File: src/design/rsie_pkg.sv
// Shared types and encoding constants for the RV32I subset encoder.
package rsie_pkg;

  localparam int unsigned OUT_ADDR_BITS = 24;

  typedef enum logic [3:0] {
    ACT_ADD     = 4'd0,
    ACT_SUB     = 4'd1,
    ACT_XOR     = 4'd2,
    ACT_OR      = 4'd3,
    ACT_AND     = 4'd4,
    ACT_SLLI    = 4'd5,
    ACT_SRLI    = 4'd6,
    ACT_ADDI    = 4'd7,
    ACT_LW      = 4'd8,
    ACT_JALR    = 4'd9,
    ACT_SW      = 4'd10,
    ACT_BEQ     = 4'd11,
    ACT_BNE     = 4'd12,
    ACT_LUI     = 4'd13,
    ACT_JAL     = 4'd14,
    ACT_UNKNOWN = 4'd15
  } action_t;

  typedef enum logic [2:0] {
    ST_OK       = 3'd0,
    ST_UNKNOWN  = 3'd1,
    ST_IMM_RANGE = 3'd2,
    ST_ODD_OFF  = 3'd3,
    ST_OFF_RANGE = 3'd4
  } status_t;

  localparam logic [6:0] OPC_OP     = 7'b0110011;
  localparam logic [6:0] OPC_OPIMM  = 7'b0010011;
  localparam logic [6:0] OPC_LOAD   = 7'b0000011;
  localparam logic [6:0] OPC_JALR   = 7'b1100111;
  localparam logic [6:0] OPC_STORE  = 7'b0100011;
  localparam logic [6:0] OPC_BRANCH = 7'b1100011;
  localparam logic [6:0] OPC_LUI    = 7'b0110111;
  localparam logic [6:0] OPC_JAL    = 7'b1101111;

  localparam logic [6:0] F7_BASE = 7'b0000000;
  localparam logic [6:0] F7_ALT  = 7'b0100000;

  localparam logic [2:0] F3_ADD = 3'd0;
  localparam logic [2:0] F3_SLL = 3'd1;
  localparam logic [2:0] F3_W   = 3'd2;
  localparam logic [2:0] F3_XOR = 3'd4;
  localparam logic [2:0] F3_SRL = 3'd5;
  localparam logic [2:0] F3_OR  = 3'd6;
  localparam logic [2:0] F3_AND = 3'd7;
  localparam logic [2:0] F3_BEQ = 3'd0;
  localparam logic [2:0] F3_BNE = 3'd1;

  typedef struct packed {
    logic [31:0]              word;
    status_t                  status;
    logic [OUT_ADDR_BITS-1:0] addr;
  } enc_res_t;

endpackage

File: src/design/rsie_encode.sv
// Combinational encoder: field checks and RV32I word assembly for one item.
module rsie_encode
  import rsie_pkg::*;
#(
  parameter int unsigned ADDR_BITS = 24
) (
  input  logic [3:0]              action,
  input  logic [4:0]              dest_reg,
  input  logic [4:0]              src1_reg,
  input  logic [4:0]              src2_reg,
  input  logic [31:0]             immediate,
  input  logic [23:0]             target_address,
  input  logic [ADDR_BITS-1:0]    here,
  output enc_res_t                res
);

  logic [ADDR_BITS-1:0]  tgt;
  logic signed [ADDR_BITS:0] diff;
  logic signed [32:0]    off;
  logic                  imm12_ok;
  logic                  shamt_ok;
  logic                  br_ok;
  logic                  jal_ok;
  logic [31:0]           word;
  status_t               status;

  if (ADDR_BITS >= OUT_ADDR_BITS) begin : g_wide
    assign tgt      = ADDR_BITS'(target_address);
    assign res.addr = here[OUT_ADDR_BITS-1:0];
  end else begin : g_narrow
    assign tgt      = target_address[ADDR_BITS-1:0];
    assign res.addr = OUT_ADDR_BITS'(here);
  end

  assign diff = signed'({1'b0, tgt}) - signed'({1'b0, here});
  assign off  = 33'(diff);

  assign imm12_ok = (&immediate[31:11]) || !(|immediate[31:11]);
  assign shamt_ok = !(|immediate[31:5]);
  assign br_ok    = (&off[32:12]) || !(|off[32:12]);
  assign jal_ok   = (&off[32:20]) || !(|off[32:20]);

  always_comb begin
    word   = '0;
    status = ST_OK;
    unique case (action_t'(action))
      ACT_ADD: word = {F7_BASE, src2_reg, src1_reg, F3_ADD, dest_reg, OPC_OP};
      ACT_SUB: word = {F7_ALT, src2_reg, src1_reg, F3_ADD, dest_reg, OPC_OP};
      ACT_XOR: word = {F7_BASE, src2_reg, src1_reg, F3_XOR, dest_reg, OPC_OP};
      ACT_OR:  word = {F7_BASE, src2_reg, src1_reg, F3_OR, dest_reg, OPC_OP};
      ACT_AND: word = {F7_BASE, src2_reg, src1_reg, F3_AND, dest_reg, OPC_OP};
      ACT_SLLI, ACT_SRLI: begin
        if (!shamt_ok) begin
          status = ST_IMM_RANGE;
        end else begin
          word = {F7_BASE, immediate[4:0], src1_reg,
                  (action_t'(action) == ACT_SLLI) ? F3_SLL : F3_SRL, dest_reg, OPC_OPIMM};
        end
      end
      ACT_ADDI: begin
        if (!imm12_ok) status = ST_IMM_RANGE;
        else word = {immediate[11:0], src1_reg, F3_ADD, dest_reg, OPC_OPIMM};
      end
      ACT_LW: begin
        if (!imm12_ok) status = ST_IMM_RANGE;
        else word = {immediate[11:0], src1_reg, F3_W, dest_reg, OPC_LOAD};
      end
      ACT_JALR: begin
        if (!imm12_ok) status = ST_IMM_RANGE;
        else word = {immediate[11:0], src1_reg, F3_ADD, dest_reg, OPC_JALR};
      end
      ACT_SW: begin
        if (!imm12_ok) status = ST_IMM_RANGE;
        else word = {immediate[11:5], src2_reg, src1_reg, F3_W, immediate[4:0], OPC_STORE};
      end
      ACT_BEQ, ACT_BNE: begin
        if (off[0]) begin
          status = ST_ODD_OFF;
        end else if (!br_ok) begin
          status = ST_OFF_RANGE;
        end else begin
          word = {off[12], off[10:5], src2_reg, src1_reg,
                  (action_t'(action) == ACT_BEQ) ? F3_BEQ : F3_BNE,
                  off[4:1], off[11], OPC_BRANCH};
        end
      end
      ACT_LUI: word = {immediate[19:0], dest_reg, OPC_LUI};
      ACT_JAL: begin
        if (off[0]) begin
          status = ST_ODD_OFF;
        end else if (!jal_ok) begin
          status = ST_OFF_RANGE;
        end else begin
          word = {off[20], off[10:1], off[11], off[19:12], dest_reg, OPC_JAL};
        end
      end
      ACT_UNKNOWN: status = ST_UNKNOWN;
      default:     status = ST_UNKNOWN;
    endcase
  end

  assign res.word   = word;
  assign res.status = status;

endmodule

File: src/design/rsie_serialise.sv
// Result register and byte serialiser for encoded words and error items.
module rsie_serialise
  import rsie_pkg::*;
(
  input  logic        clk,
  input  logic        rst,
  input  logic        load,
  input  enc_res_t    res,
  output logic        can_load,
  output logic        m_tvalid,
  input  logic        m_tready,
  output logic [31:0] m_tdata,   // out_byte[7:0], instr_address[31:8]
  output logic [2:0]  m_tuser,   // status[2:0]
  output logic        m_tlast
);

  logic     valid;
  logic     valid_next;
  logic [1:0] cnt;
  logic [1:0] cnt_next;
  enc_res_t held;
  logic     is_err;

  assign is_err   = (held.status != ST_OK);
  assign m_tvalid = valid;
  assign m_tlast  = is_err || (cnt == 2'd3);
  assign m_tdata  = {held.addr, held.word[8*cnt +: 8]};
  assign m_tuser  = held.status;
  assign can_load = !valid || (m_tready && m_tlast);

  always_comb begin
    valid_next = valid;
    cnt_next   = cnt;
    if (load) begin
      valid_next = 1'b1;
      cnt_next   = 2'd0;
    end else if (valid && m_tready) begin
      if (m_tlast) valid_next = 1'b0;
      cnt_next = cnt + 2'd1;
    end
  end

  always_ff @(posedge clk) begin
    if (rst) begin
      valid <= 1'b0;
      cnt   <= 2'd0;
    end else begin
      valid <= valid_next;
      cnt   <= cnt_next;
    end
  end

  always_ff @(posedge clk) begin
    if (load) held <= res;
  end

  a_err_single: assert property (@(posedge clk) disable iff (rst)
    valid && is_err |-> cnt == 2'd0)
    else $error("error item not on first beat");

  a_load_free: assert property (@(posedge clk) disable iff (rst)
    load |-> !valid || (m_tready && m_tlast))
    else $error("result register overwritten");

  a_hold: assert property (@(posedge clk) disable iff (rst)
    valid && !m_tready |=> valid && $stable(cnt))
    else $error("byte counter moved while stalled");

endmodule

File: src/design/rv32i_subset_instruction_encoder.sv
// Top level: input register, address counter, encoder and byte serialiser.
// Each item is one pre-tokenised RV32I instruction; it leaves as four bytes, least
// significant first, with tlast on the fourth, or as a single error item with tlast set
// and the status code in tuser. The byte output port sets the sustained rate: four bytes
// per instruction, or one per cycle for items that fail a check, while m_tready is high.
// With the output idle, an item passes the input and result registers before its first
// byte is offered. A new item is taken while the previous word is still being sent.
// The address starts at 0 after reset and steps by 4 per item, wrapping at 2**ADDR_BITS.
module rv32i_subset_instruction_encoder
  import rsie_pkg::*;
#(
  parameter int unsigned ADDR_BITS = 24
) (
  input  logic        clk,
  input  logic        rst,
  input  logic        s_tvalid,
  output logic        s_tready,
  // action[3:0], dest_reg[8:4], src1_reg[13:9], src2_reg[18:14],
  // immediate[50:19], target_address[74:51], zero[79:75]
  input  logic [79:0] s_tdata,
  output logic        m_tvalid,
  input  logic        m_tready,
  output logic [31:0] m_tdata,   // out_byte[7:0], instr_address[31:8]
  output logic [2:0]  m_tuser,   // status[2:0]
  output logic        m_tlast
);

  logic [ADDR_BITS-1:0] current_address;
  logic                 valid;
  logic [74:0]          item;
  logic [ADDR_BITS-1:0] here;
  logic                 can_load;
  logic                 load;
  logic                 take;
  enc_res_t             res;

  assign load     = valid && can_load;
  assign s_tready = !valid || can_load;
  assign take     = s_tvalid && s_tready;

  always_ff @(posedge clk) begin
    if (rst) begin
      valid           <= 1'b0;
      current_address <= '0;
    end else begin
      if (take) begin
        valid           <= 1'b1;
        current_address <= current_address + ADDR_BITS'(4);
      end else if (load) begin
        valid <= 1'b0;
      end
    end
  end

  always_ff @(posedge clk) begin
    if (take) begin
      item <= s_tdata[74:0];
      here <= current_address;
    end
  end

  rsie_encode #(
    .ADDR_BITS(ADDR_BITS)
  ) u_encode (
    .action        (item[3:0]),
    .dest_reg      (item[8:4]),
    .src1_reg      (item[13:9]),
    .src2_reg      (item[18:14]),
    .immediate     (item[50:19]),
    .target_address(item[74:51]),
    .here          (here),
    .res           (res)
  );

  rsie_serialise u_serialise (
    .clk     (clk),
    .rst     (rst),
    .load    (load),
    .res     (res),
    .can_load(can_load),
    .m_tvalid(m_tvalid),
    .m_tready(m_tready),
    .m_tdata (m_tdata),
    .m_tuser (m_tuser),
    .m_tlast (m_tlast)
  );

  a_addr_step: assert property (@(posedge clk) disable iff (rst)
    take |=> current_address == $past(current_address) + ADDR_BITS'(4))
    else $error("address did not advance by four");

  a_addr_still: assert property (@(posedge clk) disable iff (rst)
    !take |=> $stable(current_address))
    else $error("address moved without an item");

  a_stage_hold: assert property (@(posedge clk) disable iff (rst)
    valid && !load |=> valid && $stable(item))
    else $error("input register lost an item");

endmodule
File: config.mk
export PLATFORM = sky130hd
export DESIGN_NAME = rv32i_subset_instruction_encoder
export DESIGN_NICKNAME = d
export VERILOG_FILES = /design/src/design/rsie_pkg.sv /design/src/design/rsie_encode.sv /design/src/design/rsie_serialise.sv /design/src/design/rv32i_subset_instruction_encoder.sv
export SDC_FILE = /design/constraint.sdc
export NUM_CORES = 1
export LEC_CHECK = 0
export BUFFER_PORTS_ARGS = -buffer_cell sky130_fd_sc_hd__buf_2
export CORE_MARGIN = 2
export CORE_UTILIZATION = 50
export CTS_BUF_LIST = sky130_fd_sc_hd__clkbuf_4
export DETAILED_ROUTE_END_ITERATION = 6
export GPL_TIMING_DRIVEN = 1
export HOLD_SLACK_MARGIN = 0.1
export MAX_ROUTING_LAYER = met4
export PLACE_DENSITY = 0.81
export SLEW_MARGIN = 10
export SYNTH_ARGS = -nofsm -noshare
export SYNTH_HDL_FRONTEND = slang
export SYNTH_SLANG_ARGS = --single-unit
export TNS_END_PERCENT = 5
File: constraint.sdc
create_clock -name clk -period 11.36 [get_ports clk]
set_input_delay 1.136 -clock clk [delete_from_list [all_inputs] [get_ports clk]]
set_output_delay 1.136 -clock clk [all_outputs]
set_load 0.01 [all_outputs]
# Word-level counts from Yosys, hierarchy flattened
# Index checks and enable logic that the tools add are counted.
classes:
  add_sub_neg: 3
  n_eq_ne: 16
  shifts: 1
  n_mux: 24
  n_reduce_logical: 32
ops:
  columns: ["cell", "count"]
  rows:
  - ["$pmux W32 S13", 1]
  - ["$mux W32", 8]
  - ["$eq A4 B4 Y1 const B", 8]
  - ["$shiftx A32 B6 Y8", 1]
  - ["$reduce_or A27 Y1", 1]
  - ["$mux W25", 1]
  - ["$sub A24 B24 Y25", 1]
  - ["$add A24 B3 Y24 const B", 1]
  - ["$reduce_and A21 Y1", 1]
  - ["$reduce_or A21 Y1", 1]
  - ["$eq A4 B3 Y1 const B", 4]
  - ["$mux W3", 5]
  - ["$pmux W3 S5", 1]
  - ["$reduce_and A13 Y1", 1]
  - ["$reduce_or A13 Y1", 1]
  - ["$eq A4 B2 Y1 const B", 2]
  - ["$logic_or A1 B1 Y1", 6]
  - ["$mux W1", 6]
  - ["$reduce_bool A2 Y1", 3]
  - ["$reduce_or A2 Y1", 3]
  - ["$logic_not A1 Y1", 5]
  - ["$reduce_and A5 Y1", 1]
  - ["$reduce_or A5 Y1", 1]
  - ["$eq A4 B1 Y1 const B", 1]
  - ["8 further kinds", 12]
totals:
  register_bits: 186
  out_inout_bits: 38
  word_cells: 85

# Logic depth before layout (Yosys ltp)
# Gate-level depths: netlist of the first run.
logic_depth:
  ltp_word: 7
  depth_mapped: 14

# Hierarchy
# A second synthesis of the first run with hierarchy kept.
hier_totals:
  hier_cells: 786
  hier_area_um2: 9292.7
by_module_without_submodules:
  columns: ["mod", "n_inst", "cells_each", "area_each_um2"]
  rows:
  - ["rv32i_subset_instruction_encoder", 1, 225, 4020.1]
  - ["rsie_encode", 1, 449, 2942.8]
  - ["rsie_serialise", 1, 112, 2329.7]

# Least setup slack after synthesis of the first run
# Ideal clock, no wire load.
synth_path:
  kind: "input to register"
  start: "input port m_tready"
  end: "register current_address[23]"
  arrival_ns: 8.227
  required_ns: 11.290
  slack_ns: 3.063
  stages: 8
  n_path_buf: 0
  path_cell_list: "o41ai_1 -> a31oi_1 -> and4_1 -> nor2b_1 -> and3_1 -> nand3_1 -> or3_1 -> a21oi_1"
synth_via:
  elab_chain_cells: 4
synth_lines:
  columns: ["element", "line_no", "rtl"]
  rows:
  - ["start: declaration", "rv32i_subset_instruction_encoder.sv:22", "input logic m_tready,"]
  - ["$logic_and A1 B1 Y1", "rsie_serialise.sv:29", "assign can_load = !valid || (m_tready && m_tlast);"]
  - ["$logic_or A1 B1 Y1", "rsie_serialise.sv:29", null]
  - ["$logic_or A1 B1 Y1", "rv32i_subset_instruction_encoder.sv:38", "assign s_tready = !valid || can_load;"]
  - ["$logic_and A1 B1 Y1", "rv32i_subset_instruction_encoder.sv:39", "assign take = s_tvalid && s_tready;"]
  - ["via take", "rv32i_subset_instruction_encoder.sv:34", "logic take;"]
  - ["end signal: assignment", "rv32i_subset_instruction_encoder.sv:48", "current_address <= current_address + ADDR_BITS'(4);"]
  - ["end: declaration", "rv32i_subset_instruction_encoder.sv:28", "logic [ADDR_BITS-1:0] current_address;"]
# The timed path passes the listed nets, and every way through them passes these cells.
# A chain may end at the register's enable or synchronous reset.

==> results.sh, run 1 <==
export IMPL_run_status="complete, no violations"
export IMPL_core_area_mm2=0.0172
export IMPL_ys_seq_area_share_pct=58.7
export IMPL_ant_nets=0
export IMPL_cpLargestDelayFamily="simple AND/OR/NAND/NOR gates"
export IMPL_holdWs_ns=0.468
export IMPL_gr_total_overflow=0
export IMPL_insertion_delay_ns=0.58
export IMPL_fmaxAchievable_mhz=239
export IMPL_nets=922
export IMPL_power_leakage_nw=3.70
export IMPL_hpwl_um=14100
export IMPL_port_buffers=114
export IMPL_cp_num_buf_inv=3
export IMPL_clockRootBuffer="clkbuf_4"
export IMPL_grt_max_degree=67
export IMPL_cts_made_buffers=17
export IMPL_clock_power_share_pct=30.3
export IMPL_hold_path_class="reg2reg"
export IMPL_dr_pass1_iters=6
export IMPL_switchingPower_w=0.000351
export IMPL_max_stage_delay_ns=0.64
export IMPL_antenna_found_initial=1
export IMPL_fin_skew_ns=0.0164
export IMPL_routed_via_count=5966
export IMPL_p_per_area_mw_per_mm2=139
export IMPL_grtUsageTotal_pct=22.5
export IMPL_cts_tree="done"
export IMPL_power_share_combinational_pct=12.5
export IMPL_slew_violations=0
export IMPL_path_max_fanout=14
export IMPL_cp_depth=14
export IMPL_rsz0062_at_grt="no"
export IMPL_die_x_um=136
export IMPL_drive_above_1_share_pct=22.3
export IMPL_cts_resized=0
export IMPL_seqPwrFrac_pct=57.2
export IMPL_synth_area_mm2=0.00871
export IMPL_regArea_mm2=0.00511
export IMPL_avgSynthCellArea_um2=12.1
export IMPL_clk_pin_slew_ns=0.15
export IMPL_routed_via_density=5.67
export IMPL_setup_tns_ns=0
export IMPL_end_kind="register"
export IMPL_cp_required_ns=11.76
export IMPL_fin_crit_ns=4.19
export IMPL_crit_path_start_kind="register"
export IMPL_maxCapViolCount=0
export IMPL_grt_pass1_wl_um=30500
export IMPL_synth_area_leaders="edfxtp_1 53%, dfxtp_1 6.0%, ha_1 3.4%, nor2_1 2.8%, nand2_1 2.4%"
export IMPL_synth_top_cell_area_share_pct=52.7
export IMPL_ioPinCount=122
export IMPL_crit_type="reg2reg"
export IMPL_fp_dieArea_mm2=0.0185
export IMPL_worstRegToRegCells=14
export IMPL_cts_htree_levels=4
export IMPL_synth_edf_count=153
export IMPL_ir_drop_uv=71.2
export IMPL_clk_path_buf_depth=2
export IMPL_synth_main_ff_cell="edfxtp_1"
export IMPL_relSlewSlack_pct=17.6
export IMPL_yosys_warnings=0
export IMPL_globalplace_congestion=0.900
export IMPL_yosys_area_top_type="edfxtp_1"
export IMPL_holdPathStages=0
export IMPL_yosysUniqueCellTypes=72
export IMPL_grt_pass1_vias=5690
export IMPL_worst_slew_pin_slew_ns=1.22
export IMPL_synth_seq_cells=179
export IMPL_synthCells=723
export IMPL_period_share_pct=36.9
export IMPL_drc=0
export IMPL_fillers=1463
export IMPL_p_sw_share_pct=26.1
export IMPL_final_common_cell="edfxtp_1"
export IMPL_wl_per_cell_um=18.5
export IMPL_async_reset_ff_share_pct=0
export IMPL_drtIter0Drc=638
export IMPL_worstPathArrival_ns=4.59
export IMPL_p_int_w=0.000995
export IMPL_cts_num_sinks=179
export IMPL_rows=48
export IMPL_finalSetupViolations=0
export IMPL_worstPathCellList="inv_1 > ha_1 > inv_1 > fa_1 > a21o_1 > a221oi_4 > o21ai_4 > nand4_1 > nand4_1 > or4_4 > nor4_4 > o21ai_2 > buf_4 > o221ai_1"
export IMPL_routed_wl_um=19400
export IMPL_cts_setup_buffers=0
export IMPL_cts_hold_buf=0
export IMPL_mostFrequentLayoutCells="153 x edfxtp_1, 114 x buf_2, 65 x nor2_1"
export IMPL_syn_to_final_growth_pct=10.8
export IMPL_multiInputGateArea_mm2=0.00315
export IMPL_hold_viol=0
export IMPL_start_util_pct=50.7
export IMPL_dieHeight_um=136
export IMPL_slowest_stage="or4_4"
==> final timing paths <==
check / from / to / slack (ns)
setup / recovery: item[53]$_DFFE_PP_ / u_serialise.held[47]$_DFFE_PP_ / 7.17
hold reg to reg: here[7]$_DFFE_PP_ / u_serialise.m_tdata[15]$_DFFE_PP_ / 0.47
hold / removal: here[7]$_DFFE_PP_ / u_serialise.m_tdata[15]$_DFFE_PP_ / 0.47
setup reg to reg: item[53]$_DFFE_PP_ / u_serialise.held[47]$_DFFE_PP_ / 7.17
==> cells in the mapped netlist (8+ instances only) <==
cell      instances
edfxtp_1        153
nor2_1           65
nand2_1          55
inv_1            44
a21oi_1          37
buf_4            27
dfxtp_1          26
o21ai_0          25
ha_1             24
xor2_1           19
nand3_1          18
xnor2_1          16
and3_1           14
nand4_1          12
a22o_1           11
nor4_1           10
clkbuf_1          9
mux4_2            8
nor3_1            8
o211ai_1          8
==> cell type report <==
| class | instances | share of cell area, % |
|---|---|---|
| flip-flops and latches | 179 | 53.0 |
| repair buffers | 119 | 6.30 |
| inverters | 44 | 1.71 |
| clock inverters | 14 | 2.06 |
| diodes | 1 | 0.0259 |
| well taps | 225 | 2.92 |
| multi-input cells | 452 | 32.6 |
| clock buffers | 18 | 1.40 |
==> state kept, by name (all words and copies together), names as in the netlist <==
signal / cells
current_address: 22
here: 22
item: 75
u_serialise.cnt: 2
u_serialise.held: 31
u_serialise.m_tdata: 22
u_serialise.m_tuser: 3
u_serialise.m_tvalid: 1
valid: 1
==> through the flow <==
step | util [%] | total power [W] | cell area (µm²) | cells | worst slack (ns)
floorplan | - | 0.000903 | 8720 | 724 | 3.06
global placement | 54.3 | 0.000947 | 9320 | 1019 | 7.30
detailed placement | 54.3 | 0.000951 | 9320 | 1019 | 7.26
CTS | 56.2 | 0.00135 | 9650 | 1051 | 7.23
global route | 56.2 | 0.00140 | 9660 | 1052 | 6.92
finish | 56.2 | 0.00135 | 9660 | 1052 | 7.17
==> per-layer routing <==
metal / track usage [%] / share of wire [%] / vias up
met3: 4.55 / 6.5 / 26
met4: 7.29 / 1.6 / 0
met5: - / 0 / -
li1: - / - / 2871
met2: 34.5 / 48 / 251
met1: 30.1 / 44 / 2818
==> worst reg2reg max path: cells and delay by family (launching register included) <==
family / cells / cell delay, ns
AOI/OAI and AO/OA: 5 / 1.30
adders and majority gates: 2 / 0.57
buffers and inverters: 3 / 0.45
DFF: 1 / 0.40
and+or+nand+nor: 4 / 1.31
==> power by group through the flow <==
stage	Combinational (W)	Sequential [W]	Clock (W)
floorplan	0.000125	0.000778	0
global placement	0.000164	0.000783	0
detailed placement	0.000166	0.000784	0
CTS	0.000167	0.000770	0.000417
global route	0.000186	0.000773	0.000438
finish	0.000168	0.000770	0.000408
==> logic make-up (layout without fill, tap and decap cells) <==
group	after synthesis	after routing	share of synthesized area (%)
buffers and inverters	93	195	5.51
flip-flops	179	179	58.7
other	1	3	0.0430
multiplexers	12	12	2.54
AND/OR/NAND/NOR	215	215	12.2
XOR/XNOR	35	35	3.52
adder cells (fa/ha/maj)	25	25	3.68
AO/OA/AOI/OAI	163	163	13.8
Power figures use the tool's default switching activity.
==> run 2, diff against run 1 <==
- clock period: 11.36 -> 4.2 ns (I/O delays scaled with it)
==> run 2 against run 1 <==
Compared with the run above: clock skew increased by 0.0035 ns; via count grew 7.9%; routed wire length up 8.5%; global-route usage rose by 1.7 points; first-iteration DRC count grew 4.4%; combinational power grew to 3.1 times the previous value; final cell count rose by 7.9%.
==> results.sh, run 2 (synthesis results as in run 1) <==
export IMPL_run_status="complete, no violations"
export IMPL_rsz0062_at_grt="no"
export IMPL_ioPinCount=122
export IMPL_routed_via_density=5.67
export IMPL_worst_slew_pin_slew_ns=0.788
export IMPL_fmaxAchievable_mhz=257
export IMPL_hold_path_class="in2reg"
export IMPL_gr_total_overflow=0
export IMPL_mostFrequentLayoutCells="153 x edfxtp_1, 114 x buf_2, 76 x dlygate4sd3_1"
export IMPL_cts_resized=0
export IMPL_regArea_mm2=0.00511
export IMPL_hold_viol=0
export IMPL_top_regs="item x75, u_serialise.held x31"
export IMPL_clk_path_buf_depth=2
export IMPL_antenna_found_initial=2
export IMPL_dr_pass1_iters=7
export IMPL_cts_setup_buffers=0
export IMPL_drive_above_1_share_pct=21.0
export IMPL_end_kind="register"
export IMPL_setup_slack_ns=0.307
export IMPL_grt_pass1_wl_um=32600
export IMPL_r2r_start="item[53]$_DFFE_PP_"
export IMPL_max_stage_delay_ns=0.64
export IMPL_drc=0
export IMPL_path_max_fanout=17
export IMPL_fin_area_mm2=0.0104
export IMPL_cp_num_buf_inv=3
export IMPL_clk_pin_slew_ns=0.14
export IMPL_holdPathStages=4
export IMPL_cts_htree_levels=4
export IMPL_globalplace_congestion=0.917
export IMPL_insertion_delay_ns=0.57
export IMPL_place_ws_ns=0.387
export IMPL_hold_end="u_serialise.cnt[0]$_SDFFE_PP0P_"
export IMPL_cts_num_sinks=179
export IMPL_cts_tree="done"
export IMPL_syn_to_final_growth_pct=19.8
export IMPL_routed_wl_um=21100
export IMPL_worstPathArrival_ns=4.30
export IMPL_hold_start="m_tready"
export IMPL_core_area_mm2=0.0172
export IMPL_fin_skew_ns=0.0198
export IMPL_crit_type="reg2reg"
export IMPL_port_buffers=114
export IMPL_ir_drop_uv=185
export IMPL_dieHeight_um=136
export IMPL_final_common_cell="edfxtp_1"
export IMPL_crit_path_start_kind="register"
export IMPL_p_per_area_mw_per_mm2=347
export IMPL_post_route_util_pct=60.8
export IMPL_reg2reg_to="u_serialise.held[34]$_DFFE_PP_"
export IMPL_rows=48
export IMPL_fp_dieArea_mm2=0.0185
export IMPL_hpwl_um=14500
export IMPL_worstPathCellList="inv_1 > ha_1 > inv_1 > fa_1 > a21o_1 > a221oi_4 > o21ai_4 > nand4_1 > nand4_1 > or4_4 > nor4_4 > o21ai_2 > buf_12 > o211ai_2"
export IMPL_start_util_pct=50.7
export IMPL_slowest_stage="or4_4"
export IMPL_drtIter0Drc=666
export IMPL_fin_crit_ns=3.89
export IMPL_ant_nets=0
export IMPL_clockRootBuffer="clkbuf_4"
export IMPL_instances_no_fill=1135
export IMPL_period_share_pct=92.7
export IMPL_largest_reg_flops=75
export IMPL_placed_cells=1025
export IMPL_cpLargestDelayFamily="simple AND/OR/NAND/NOR gates"
export IMPL_slew_violations=0
export IMPL_multiInputGateArea_mm2=0.00315
export IMPL_cts_made_buffers=17
export IMPL_grtUsageTotal_pct=24.2
export IMPL_die_x_um=136
export IMPL_grt_max_degree=63
export IMPL_rrSetupSlack_ns=0.31
export IMPL_cp_required_ns=4.61
export IMPL_maxCapViolCount=0
export IMPL_routed_via_count=6436
export IMPL_total_power_w=0.00362
export IMPL_cts_hold_buf=76
export IMPL_finalSetupViolations=0
export IMPL_dpl_cell_area_mm2=0.00938
export IMPL_worstRegToRegCells=14
export IMPL_grt_pass1_vias=6168
export IMPL_wl_per_cell_um=18.6
export IMPL_power_leakage_nw=4.04
export IMPL_relSlewSlack_pct=47.4
export IMPL_fillers=1396
export IMPL_nets=1004
export IMPL_regMostFlops="item"
-- run 2: cell types whose count changed in the layout (fill, tap and decap cells not counted), sizes merged --
cell         before  now
buf             119  125
bufinv            4    3
clkbuf           18   22
clkinv            4    5
clkinvlp          1    2
diode             1    2
dlygate4sd3       0   76
inv              49   44
-- run 2: final cells by class --
class                           instances  share of cell area (%)
Sequential cell                       179                    49.0
Multi-Input combinational cell        452                    30.2
Timing Repair Buffer                  201                    13.7
Tap cell                              225                    2.70
Clock buffer                           22                    1.58
Inverter                               44                    1.58
Clock inverter                         10                    1.31
Antenna cell                            2                  0.0479
-- run 2: worst max-delay path by stage --
stage          slack (ns)                       startpoint  cells after the start                              to
6_report             0.31               item[53]$_DFFE_PP_                     14  u_serialise.held[34]$_DFFE_PP_
5_1_grt              0.12               item[53]$_DFFE_PP_                     14  u_serialise.held[49]$_DFFE_PP_
4_1_cts              0.33               item[53]$_DFFE_PP_                     14  u_serialise.held[34]$_DFFE_PP_
3_5_place_dp         0.39               item[53]$_DFFE_PP_                     14  u_serialise.held[54]$_DFFE_PP_
3_3_place_gp         0.49               item[53]$_DFFE_PP_                     14  u_serialise.held[54]$_DFFE_PP_
2_1_floorplan       -1.19  u_serialise.cnt[0]$_SDFFE_PP0P_                      3  u_serialise.held[28]$_DFFE_PP_
-- run 2: per-layer routing --
layer  global-route usage, %  wire length (µm)  vias to the layer above
met1                    31.2              8750                     3103
met3                    4.74              1450                       34
met5                       -                 0                        -
met4                    8.62               471                        0
met2                    38.2             10400                      254
li1                        -                 -                     3045
-- run 2: worst register-to-register path, delay by kind of cell, from the launching register on --
kind            cells  cell delay [ns]
flops               1             0.40
simple gates        4             1.32
compound gates      5             1.10
buf+inv             3             0.35
fa+ha+maj           2             0.57
-- run 2: stage by stage --
stage                     setup TNS, ns  hold slack, ns
final                                 0           0.276
after global routing                  0           0.264
after CTS                             0           0.233
after detailed placement              0           0.437
after global placement                0           0.432
after floorplan                  -68.44           0.417
-- run 2: report_power, final --
group          total, W  leakage [nW]  internal, W  switching [W]
combinational  0.000523          2.16     0.000228       0.000294
sequential      0.00208          1.71      0.00202      0.0000578
clock           0.00102         0.162     0.000444       0.000573
==> run 3, diff against run 2 <==
- PLACE_DENSITY: 0.81 -> 0.79
==> run 3 against run 2 <==
Compared with the run above: design area shrank 0.22%; clock skew grew 0.0018 ns; via count shrank 0.33%; sequential power is essentially flat; combinational power shrank 1%; global-route usage shrank 0.77 points; worst setup slack lost 0.032 ns; critical path type unchanged.
==> results.sh, run 3 (synthesis results as in run 1) <==
export IMPL_regMostFlops="item"
export IMPL_slowest_stage="or4_4"
export IMPL_grtUsageTotal_pct=23.4
export IMPL_hpwl_um=14300
export IMPL_rrSetupSlack_ns=0.28
export IMPL_path_max_fanout=16
export IMPL_rsz0062_at_grt="no"
export IMPL_crit_start="item[53]$_DFFE_PP_"
export IMPL_routed_via_count=6415
export IMPL_worstRegToRegCells=14
export IMPL_finalSetupViolations=0
export IMPL_hold_viol=0
export IMPL_ioPinCount=122
export IMPL_grt_pass1_vias=6039
export IMPL_slew_violations=0
export IMPL_cts_htree_levels=4
export IMPL_fin_crit_ns=3.92
export IMPL_run_status="complete, no violations"
export IMPL_top_regs="item x75, u_serialise.held x31"
export IMPL_cts_setup_buffers=0
export IMPL_routed_via_density=5.65
export IMPL_clk_path_buf_depth=2
export IMPL_hold_start="s_tvalid"
export IMPL_crit_type="reg2reg"
export IMPL_endpoint="u_serialise.held[55]$_DFFE_PP_"
export IMPL_cp_num_buf_inv=3
export IMPL_crit_path_start_kind="register"
export IMPL_hold_path_class="in2reg"
export IMPL_largest_reg_flops=75
export IMPL_relSlewSlack_pct=44.9
export IMPL_cts_resized=0
export IMPL_grt_pass1_wl_um=31700
export IMPL_worstPathArrival_ns=4.32
export IMPL_insertion_delay_ns=0.58
export IMPL_instances_no_fill=1135
export IMPL_p_per_area_mw_per_mm2=347
export IMPL_nets=1004
export IMPL_ir_drop_uv=198
export IMPL_power_leakage_nw=4.03
export IMPL_cpLargestDelayFamily="simple AND/OR/NAND/NOR gates"
export IMPL_fp_dieArea_mm2=0.0185
export IMPL_dpl_cell_area_mm2=0.00937
export IMPL_dieHeight_um=136
export IMPL_cts_made_buffers=17
export IMPL_period_share_pct=93.4
export IMPL_syn_to_final_growth_pct=19.6
export IMPL_worst_slew_pin_slew_ns=0.827
export IMPL_drc=0
export IMPL_dr_pass1_iters=6
export IMPL_fin_area_mm2=0.0104
export IMPL_worstPathCellList="inv_1 > ha_1 > inv_1 > fa_1 > a21o_1 > a221oi_4 > o21ai_4 > nand4_1 > nand4_1 > or4_4 > nor4_4 > o21ai_2 > buf_4 > a21oi_2"
export IMPL_total_power_w=0.00361
export IMPL_globalplace_congestion=0.954
export IMPL_drtIter0Drc=698
export IMPL_clockRootBuffer="clkbuf_4"
export IMPL_drive_above_1_share_pct=21.0
export IMPL_port_buffers=114
export IMPL_cp_required_ns=4.60
export IMPL_cts_tree="done"
export IMPL_max_stage_delay_ns=0.63
export IMPL_mostFrequentLayoutCells="153 x edfxtp_1, 114 x buf_2, 75 x dlygate4sd3_1"
export IMPL_cts_num_sinks=179
export IMPL_final_common_cell="edfxtp_1"
export IMPL_die_x_um=136
export IMPL_clk_pin_slew_ns=0.15
export IMPL_r2r_start="item[53]$_DFFE_PP_"
export IMPL_fmaxAchievable_mhz=255
export IMPL_fin_skew_ns=0.0216
export IMPL_rows=48
export IMPL_antenna_found_initial=2
export IMPL_routed_wl_um=20500
export IMPL_maxCapViolCount=0
export IMPL_wl_per_cell_um=18.0
export IMPL_grt_max_degree=68
export IMPL_core_area_mm2=0.0172
export IMPL_end_kind="register"
export IMPL_gr_total_overflow=0
export IMPL_cp_depth=14
export IMPL_placed_cells=1026
export IMPL_reg2reg_to="u_serialise.held[55]$_DFFE_PP_"
export IMPL_start_util_pct=50.7
export IMPL_ant_nets=0
## run 3: worst register-to-register path, cell delays in order (launching register included)
cell and delay, ns:
edfxtp_1 0.41, inv_1 0.07, ha_1 0.16, inv_1 0.06
fa_1 0.40, a21o_1 0.22, a221oi_4 0.34, o21ai_4 0.12
nand4_1 0.11, nand4_1 0.18, or4_4 0.63, nor4_4 0.36
o21ai_2 0.27, buf_4 0.25, a21oi_2 0.19
## run 3: routing by layer
layer  up-vias  part of all wire (%)  GRT usage [%]
li1       3046                     -              -
met1      3053                    42           30.8
met2       267                    48           36.1
met3        49                   7.1           4.33
met4         0                   2.7           9.20
met5         -                     0              -
## run 3: worst min-delay path by stage
stage | end | slack [ns] | depth (start not counted)
floorplan | here[23]$_DFFE_PP_ | 0.42 | 0
global placement | here[23]$_DFFE_PP_ | 0.43 | 0
detailed placement | u_serialise.m_tdata[15]$_DFFE_PP_ | 0.43 | 0
CTS | valid$_SDFFE_PP0P_ | 0.11 | 3
global route | valid$_SDFFE_PP0P_ | 0.14 | 3
finish | valid$_SDFFE_PP0P_ | 0.12 | 3
## run 3: power by group
| part | internal (W) | leakage, nW | switching, W | total, W |
|---|---|---|---|---|
| clock | 0.000418 | 0.162 | 0.000596 | 0.00101 |
| combinational | 0.000228 | 2.16 | 0.000290 | 0.000517 |
| sequential | 0.00202 | 1.71 | 0.0000574 | 0.00208 |
## run 3: area by class of cell
class	instances	area, µm²
Fill cell	1369	6760
Sequential cell	179	5110
Multi-Input combinational cell	452	3150
Timing Repair Buffer	201	1410
Tap cell	225	282
Inverter	44	165
Clock inverter	14	159
Clock buffer	18	135
Antenna cell	2	5.00
## run 3: through the flow
step / utilization (%) / worst slack, ns / hold WS, ns / setup TNS [ns]
3_5_place_dp: 54.6 / 0.297 / 0.432 / 0
3_3_place_gp: 54.6 / 0.377 / 0.430 / 0
5_1_grt: 60.7 / 0.0684 / 0.137 / 0
2_1_floorplan: - / -1.19 / 0.417 / -68.44
4_1_cts: 60.6 / 0.273 / 0.111 / 0
6_report: 60.7 / 0.275 / 0.117 / 0
## run 3: what timing repair did
action,4_1_cts,5_1_grt
hold buffers,75,0
setup endpoints to repair,0,0
endpoints found under the hold margin,75,0
